==> src/rtl/core/rbp_pkg.sv <==
package rbp_pkg;

  localparam int COORD_W = 32;
  localparam int DIR_FRAC = 30;
  localparam int T_W = 48;
  localparam int NUM_W = 33;
  localparam int DIV_NUM_W = NUM_W + DIR_FRAC;
  localparam logic [31:0] PARALLEL_LIMIT = 32'd11;

  localparam logic [2:0] REG_ORG_X = 3'd0;
  localparam logic [2:0] REG_ORG_Y = 3'd1;
  localparam logic [2:0] REG_ORG_Z = 3'd2;
  localparam logic [2:0] REG_DIR_X = 3'd3;
  localparam logic [2:0] REG_DIR_Y = 3'd4;
  localparam logic [2:0] REG_DIR_Z = 3'd5;

  typedef struct packed {
    logic signed [31:0] box_min_x;
    logic signed [31:0] box_min_y;
    logic signed [31:0] box_min_z;
    logic signed [31:0] box_max_x;
    logic signed [31:0] box_max_y;
    logic signed [31:0] box_max_z;
    logic [15:0] entity_id;
    logic last_box;
  } box_in_t;

  typedef struct packed {
    logic hit;
    logic any_hit;
    logic [15:0] selected_id;
    logic pick_done;
  } pick_out_t;

endpackage

==> src/rtl/core/rbp_div.sv <==
module rbp_div (
  input  logic clk,
  input  logic rst,
  input  logic start,
  input  logic [rbp_pkg::DIV_NUM_W-1:0] num,
  input  logic [31:0] den,
  output logic done,
  output logic [rbp_pkg::DIV_NUM_W-1:0] quo
);
  import rbp_pkg::*;

  logic busy;
  logic [6:0] count;
  logic [32:0] rem;
  logic [33:0] trial;
  logic [32:0] rem_shift;

  assign rem_shift = {rem[31:0], quo[DIV_NUM_W-1]};
  assign trial = {1'b0, rem_shift} - {2'b0, den};

  always_ff @(posedge clk) begin
    if (rst) begin
      busy <= 1'b0;
      done <= 1'b0;
      count <= '0;
    end else begin
      done <= 1'b0;
      if (start) begin
        busy <= 1'b1;
        count <= 7'(DIV_NUM_W);
        rem <= '0;
        quo <= num;
      end else if (busy) begin
        if (!trial[33]) begin
          rem <= trial[32:0];
          quo <= {quo[DIV_NUM_W-2:0], 1'b1};
        end else begin
          rem <= rem_shift;
          quo <= {quo[DIV_NUM_W-2:0], 1'b0};
        end
        count <= count - 7'd1;
        if (count == 7'd1) begin
          busy <= 1'b0;
          done <= 1'b1;
        end
      end
    end
  end
endmodule

==> src/rtl/core/ray_box_pick_core.sv <==
// Ray against axis-aligned box pick using the slab method in fixed point.
// Load the ray origin (Q16.16) and unit direction (Q2.30) through the
// configuration port, then stream boxes; each box yields one result item
// with its hit flag, the any-hit flag and the id of the first hit box of the
// current pick, and the pick state clears after the box marked last_box.
// One restoring divider, one quotient bit per cycle, serves all six slab
// divisions, each yielding a 63-bit quotient. box_ready is low from the
// time a box is taken until its result item is accepted on res_ready, so
// the next box waits for the current one; fewer divisions run when an
// axis is parallel or the window empties early.
module ray_box_pick_core #(
  parameter int ID_WIDTH = 16,
  parameter int COORD_FRAC_BITS = 16
) (
  input  logic clk,
  input  logic rst,
  input  logic cfg_we,
  input  logic [2:0] cfg_index,
  input  logic [31:0] cfg_data,
  input  logic box_valid,
  output logic box_ready,
  input  rbp_pkg::box_in_t box,
  output logic res_valid,
  input  logic res_ready,
  output rbp_pkg::pick_out_t res
);
  import rbp_pkg::*;

  // The entity id field is 16 bits wide, so at most 16 id bits are kept.
  localparam int ID_KEEP_W = (ID_WIDTH < 16) ? ID_WIDTH : 16;

  localparam logic signed [T_W-1:0] T_SAT = {1'b0, {(T_W-1){1'b1}}};
  localparam logic signed [T_W-1:0] T_MIN_START =
    T_W'(((64'd1 << COORD_FRAC_BITS) + 64'd500) / 64'd1000);

  localparam logic [2:0] S_IDLE  = 3'd0;
  localparam logic [2:0] S_AXIS  = 3'd1;
  localparam logic [2:0] S_WAIT  = 3'd2;
  localparam logic [2:0] S_NEXT  = 3'd3;
  localparam logic [2:0] S_FOLD  = 3'd4;
  localparam logic [2:0] S_FIN   = 3'd5;
  localparam logic [2:0] S_OUT   = 3'd6;

  logic signed [31:0] org [3];
  logic signed [31:0] dir [3];
  box_in_t cur;
  logic [2:0] state;
  logic [1:0] axis;
  logic side;
  logic missed;
  logic signed [T_W-1:0] t_lo, t_hi, t0, t1;
  logic found;
  logic [ID_KEEP_W-1:0] first_id;

  logic signed [31:0] o_sel, d_sel, bmin_sel, bmax_sel, c_sel;
  logic signed [32:0] num_s;
  logic [32:0] num_mag;
  logic [31:0] den_mag;
  logic neg_q;
  logic div_start, div_done;
  logic [DIV_NUM_W-1:0] div_quo;
  logic signed [T_W-1:0] t_val, lo_e, hi_e, new_lo, new_hi;
  logic parallel;

  always_comb begin
    case (axis)
      2'd0: begin o_sel = org[0]; d_sel = dir[0];
        bmin_sel = cur.box_min_x; bmax_sel = cur.box_max_x; end
      2'd1: begin o_sel = org[1]; d_sel = dir[1];
        bmin_sel = cur.box_min_y; bmax_sel = cur.box_max_y; end
      default: begin o_sel = org[2]; d_sel = dir[2];
        bmin_sel = cur.box_min_z; bmax_sel = cur.box_max_z; end
    endcase
    c_sel = side ? bmax_sel : bmin_sel;
    num_s = 33'(c_sel) - 33'(o_sel);
    num_mag = num_s[32] ? 33'(-num_s) : num_s;
    den_mag = d_sel[31] ? 32'(-d_sel) : d_sel;
    neg_q = num_s[32] ^ d_sel[31];
    parallel = den_mag < PARALLEL_LIMIT;
  end

  rbp_div u_div (
    .clk(clk), .rst(rst), .start(div_start),
    .num({num_mag, {DIR_FRAC{1'b0}}}), .den(den_mag),
    .done(div_done), .quo(div_quo)
  );

  // Saturate and sign the quotient; order t0/t1 and clip the window.
  always_comb begin
    logic [T_W-1:0] mag;
    mag = (div_quo > DIV_NUM_W'(T_SAT)) ? T_SAT : div_quo[T_W-1:0];
    t_val = neg_q ? -$signed(mag) : $signed(mag);
    lo_e = (t0 > t1) ? t1 : t0;
    hi_e = (t0 > t1) ? t0 : t1;
    new_lo = (lo_e > t_lo) ? lo_e : t_lo;
    new_hi = (hi_e < t_hi) ? hi_e : t_hi;
  end

  assign div_start = (state == S_AXIS) && !parallel;
  assign box_ready = (state == S_IDLE);

  always_ff @(posedge clk) begin
    if (rst) begin
      org[0] <= '0; org[1] <= '0; org[2] <= '0;
      dir[0] <= '0; dir[1] <= '0; dir[2] <= 32'hC000_0000;
      state <= S_IDLE;
      res_valid <= 1'b0;
      found <= 1'b0;
      first_id <= '0;
    end else begin
      if (cfg_we) begin
        case (cfg_index)
          REG_ORG_X: org[0] <= cfg_data;
          REG_ORG_Y: org[1] <= cfg_data;
          REG_ORG_Z: org[2] <= cfg_data;
          REG_DIR_X: dir[0] <= cfg_data;
          REG_DIR_Y: dir[1] <= cfg_data;
          REG_DIR_Z: dir[2] <= cfg_data;
          default: ;
        endcase
      end
      case (state)
        S_IDLE: begin
          if (box_valid) begin
            cur <= box;
            axis <= 2'd0;
            side <= 1'b0;
            missed <= 1'b0;
            t_lo <= T_MIN_START;
            t_hi <= T_SAT;
            state <= S_AXIS;
          end
        end
        S_AXIS: begin
          if (parallel) begin
            if (o_sel < bmin_sel || o_sel > bmax_sel) begin
              missed <= 1'b1;
              state <= S_FIN;
            end else begin
              state <= S_NEXT;
            end
          end else begin
            state <= S_WAIT;
          end
        end
        S_WAIT: begin
          if (div_done) begin
            if (!side) begin
              t0 <= t_val;
              side <= 1'b1;
              state <= S_AXIS;
            end else begin
              t1 <= t_val;
              state <= S_FOLD;
            end
          end
        end
        S_FOLD: begin
          t_lo <= new_lo;
          t_hi <= new_hi;
          if (new_lo > new_hi) begin
            missed <= 1'b1;
            state <= S_FIN;
          end else begin
            state <= S_NEXT;
          end
        end
        S_NEXT: begin
          side <= 1'b0;
          if (axis == 2'd2) begin
            state <= S_FIN;
          end else begin
            axis <= axis + 2'd1;
            state <= S_AXIS;
          end
        end
        S_FIN: begin
          res.hit <= !missed;
          res.pick_done <= cur.last_box;
          if (found) begin
            res.any_hit <= 1'b1;
            res.selected_id <= 16'(first_id);
          end else if (!missed) begin
            res.any_hit <= 1'b1;
            res.selected_id <= 16'(cur.entity_id[ID_KEEP_W-1:0]);
          end else begin
            res.any_hit <= 1'b0;
            res.selected_id <= '0;
          end
          if (cur.last_box) begin
            found <= 1'b0;
            first_id <= '0;
          end else if (!missed && !found) begin
            found <= 1'b1;
            first_id <= cur.entity_id[ID_KEEP_W-1:0];
          end
          res_valid <= 1'b1;
          state <= S_OUT;
        end
        S_OUT: begin
          if (res_ready) begin
            res_valid <= 1'b0;
            state <= S_IDLE;
          end
        end
        default: state <= S_IDLE;
      endcase
    end
  end
endmodule
==> config.mk <==
export PLATFORM = sky130hd
export DESIGN_NAME = ray_box_pick_core
export DESIGN_NICKNAME = d
export VERILOG_FILES = /design/src/rtl/core/rbp_pkg.sv /design/src/rtl/core/rbp_div.sv /design/src/rtl/core/ray_box_pick_core.sv
export SDC_FILE = /design/constraint.sdc
export NUM_CORES = 2
export LEC_CHECK = 0
export ABC_AREA = 1
export BUFFER_PORTS_ARGS = -buffer_cell sky130_fd_sc_hd__buf_2
export CAP_MARGIN = 25
export CORE_MARGIN = 3
export CORE_UTILIZATION = 55
export DETAILED_ROUTE_END_ITERATION = 10
export GPL_TIMING_DRIVEN = 0
export PLACE_DENSITY_LB_ADDON = 0.1
export SLEW_MARGIN = 5
export SYNTH_ARGS = -nofsm -noshare
export SYNTH_HDL_FRONTEND = slang
export SYNTH_HIERARCHICAL = 1
export SYNTH_SLANG_ARGS = --single-unit
==> constraint.sdc <==
create_clock -name clk -period 26.7 [get_ports clk]
set_clock_uncertainty 0.15 [all_clocks]
set_input_delay 1.335 -clock clk [delete_from_list [all_inputs] [get_ports clk]]
set_output_delay 1.335 -clock clk [all_outputs]
set_load 0.1 [all_outputs]
==> flow_summary.json <==
{
  "clkTransAtPathRegs_ns": 0.06,
  "netlist.area_leader.share": 0.475,
  "antenna_found_initial": 9,
  "cts_buffer_depth": 3,
  "fin_crit_ns": 10.20,
  "hold_violations": 0,
  "ctsResizeCount": 0,
  "cp.required_ns": 26.92,
  "grt-ovfl-total": 0,
  "pin_count": 270,
  "setup_viol": 0,
  "gp_congestion": 0.940,
  "first_pass_iters": 6,
  "rows": 104,
  "crit_path_top_delay_cell": "o31ai_1",
  "synth-seq-area-share": 0.489,
  "portBuffers": 269,
  "cp-end-kind": "register",
  "post-cts-setup-buffers": 0,
  "drc": 0,
  "timing.final.crit_share": 0.382,
  "setup_slack_ns": 16.50,
  "start_util": 0.557,
  "synth_common_cells": "1201 x nand2_1, 734 x inv_1, 711 x edfxtp_1",
  "critPathMaxFanout": 10,
  "whs_ns": 0.311,
  "synthCells": 5026,
  "cts_tree": "done",
  "timing_worst_setup_path_type": "register to register",
  "p_per_area_mw_per_mm2": 111,
  "pre_cts_slack_ns": 16.32,
  "ys_top_cells_by_area": "edfxtp_1 48%, nand2_1 10%, ha_1 9.1%",
  "synth_top_flop_cell": "edfxtp_1",
  "synth_seq_cells": 741,
  "via_per_inst": 5.33,
  "wire_per_inst_um": 17.8,
  "drive_gt1_frac": 0.105,
  "coreArea_mm2": 0.0807,
  "clock_sinks": 741,
  "cts-root-buf": "clkbuf_16",
  "report.final.slew_viol_count": 0,
  "avgSynthCellArea_um2": 8.94,
  "clkLatencyLatePin_ns": 0.66,
  "max_cap_violations": 0,
  "dieArea_mm2": 0.0851,
  "leakagePower_nw": 23.0,
  "cp_slowest_stage_delay_ns": 0.90,
  "grt_max_degree": 33,
  "max_slew_margin": 0.317,
  "grt_pass1_wl_mm": 184,
  "fillerInstances": 7045,
  "grt.total_usage": 0.273,
  "hold_path.class": "register to register",
  "startpoint_type": "register",
  "die_w_um": 292,
  "synth.most_common_cell": "nand2_1",
  "path_delay_family": "simple AND/OR/NAND/NOR gates",
  "finalSetupTns_ns": 0,
  "place_hpwl_mm": 93.2,
  "synth_edf_count": 711,
  "crit_top_cell": "nand2_1",
  "cts_made_buffers": 78,
  "chipHeight_um": 292,
  "vias": 35100,
  "dr.first_iter.drc_count": 2266,
  "yosys_warnings": 6,
  "critPathBufInv": 8,
  "h-tree-depth": 3,
  "worst_slew_pin_slew_ns": 1.02,
  "synthArstFlopShare": 0,
  "wl_mm": 117,
  "synth_largest_area_cell": "edfxtp_1",
  "run_status": "finished clean",
  "nNetsFinal": 6023,
  "synth_cell_types": 68,
  "cp_data_arrival_time_ns": 10.42,
  "postCtsHoldBufs": 0,
  "irDropWorstVdd_uv": 69.5,
  "area_growth_syn_to_layout_pct": 13.3,
  "rsz0062_at_grt": "no",
  "clock.fmax_mhz": 98.0,
  "grt_pass1_vias": 34100,
  "ant_nets": 0,
  "synth_area_mm2": 0.0449
}
[power by group]
group	leakage (nW)	total (mW)	switching (mW)	internal [mW]
Combinational	15.0	2.92	1.96	0.956
Clock	1.22	1.07	0.472	0.601
Sequential	6.74	1.65	0.0647	1.58
Total	23.0	5.64	2.50	3.14
[layout by cell type, fill, tap and decap left out, types with 16 or more instances in the layout]
master,instances
nor3_1,44
dfxtp_1,30
ha_1,326
nor2_2,23
nand2_1,1199
nand4_1,64
buf_4,21
nand3b_1,21
mux2i_1,31
nand3_1,201
clkbuf_16,78
inv_1,734
a21oi_1,338
and2_1,53
edfxtp_1,711
conb_1,30
xor2_1,104
buf_2,283
clkbuf_1,131
buf_6,26
o21ai_0,165
xnor2_1,39
a22o_1,122
a21oi_2,18
nor4_1,16
clkinv_1,18
nor2_1,403
a211oi_1,64
[per-layer routing]
metal / share of wire / wire, um / global-route usage / up-vias
met5: 0.00011 / 13 / 0 / -
met4: 0.036 / 4250 / 0.0984 / 2
met3: 0.044 / 5140 / 0.0310 / 198
met2: 0.49 / 57600 / 0.478 / 853
met1: 0.43 / 50100 / 0.353 / 16300
li1: - / - / - / 17800
[sequential cells by signal, summed over array words and instances (netlist names), 19 cells and up]
signal     flops
t0            48
u_div/rem     32
t1            48
u_div/quo     63
t_hi          48
cur          209
dir           96
res           19
t_lo          48
org           96
[per-stage QoR]
stage          cell area [um2]  instances   util  power (mW)
6_report                 50900       6577  0.631        5.64
5_1_grt                  50900       6576  0.631        6.07
2_1_floorplan            45000       5055      -        3.77
3_5_place_dp             48300       6426  0.599        4.55
3_3_place_gp             47700       6384  0.591        4.53
4_1_cts                  50900       6569  0.631        5.63
[logic make-up after synthesis]
group,after synthesis,share of synthesized area
xor gates and xnor gates,144,0.0282
DFF,741,0.489
buffers and inverters,910,0.0793
AOI/OAI and AO/OA,791,0.108
adders and majority gates,328,0.0917
other,1,0.0000835
muxes,31,0.00691
and+or+nand+nor,2080,0.197
[final cells by class]
class                   count  area, um2  area share
multi-input cells        3404      19600       0.385
well taps                1060       1330      0.0261
inverters                 755       2840      0.0558
clock inverters            48        510      0.0100
repair buffers            311       1900      0.0372
plain buffers             155        723      0.0142
flip-flops and latches    741      22000       0.431
clock buffers              95       2030      0.0398
diodes                      8       20.0    0.000393
[path summary, 6_finish.rpt]
| check | to | slack (ns) | start | cells after the start |
|---|---|---|---|---|
| setup / recovery | missed | 16.50 | t0[47] | 38 |
| hold reg to reg | res[0] | 0.31 | cur[0] | 0 |
| hold / removal | res[0] | 0.31 | cur[0] | 0 |
| setup reg to reg | missed | 16.50 | t0[47] | 38 |
Note: power is estimated with default switching activity, not from simulation.
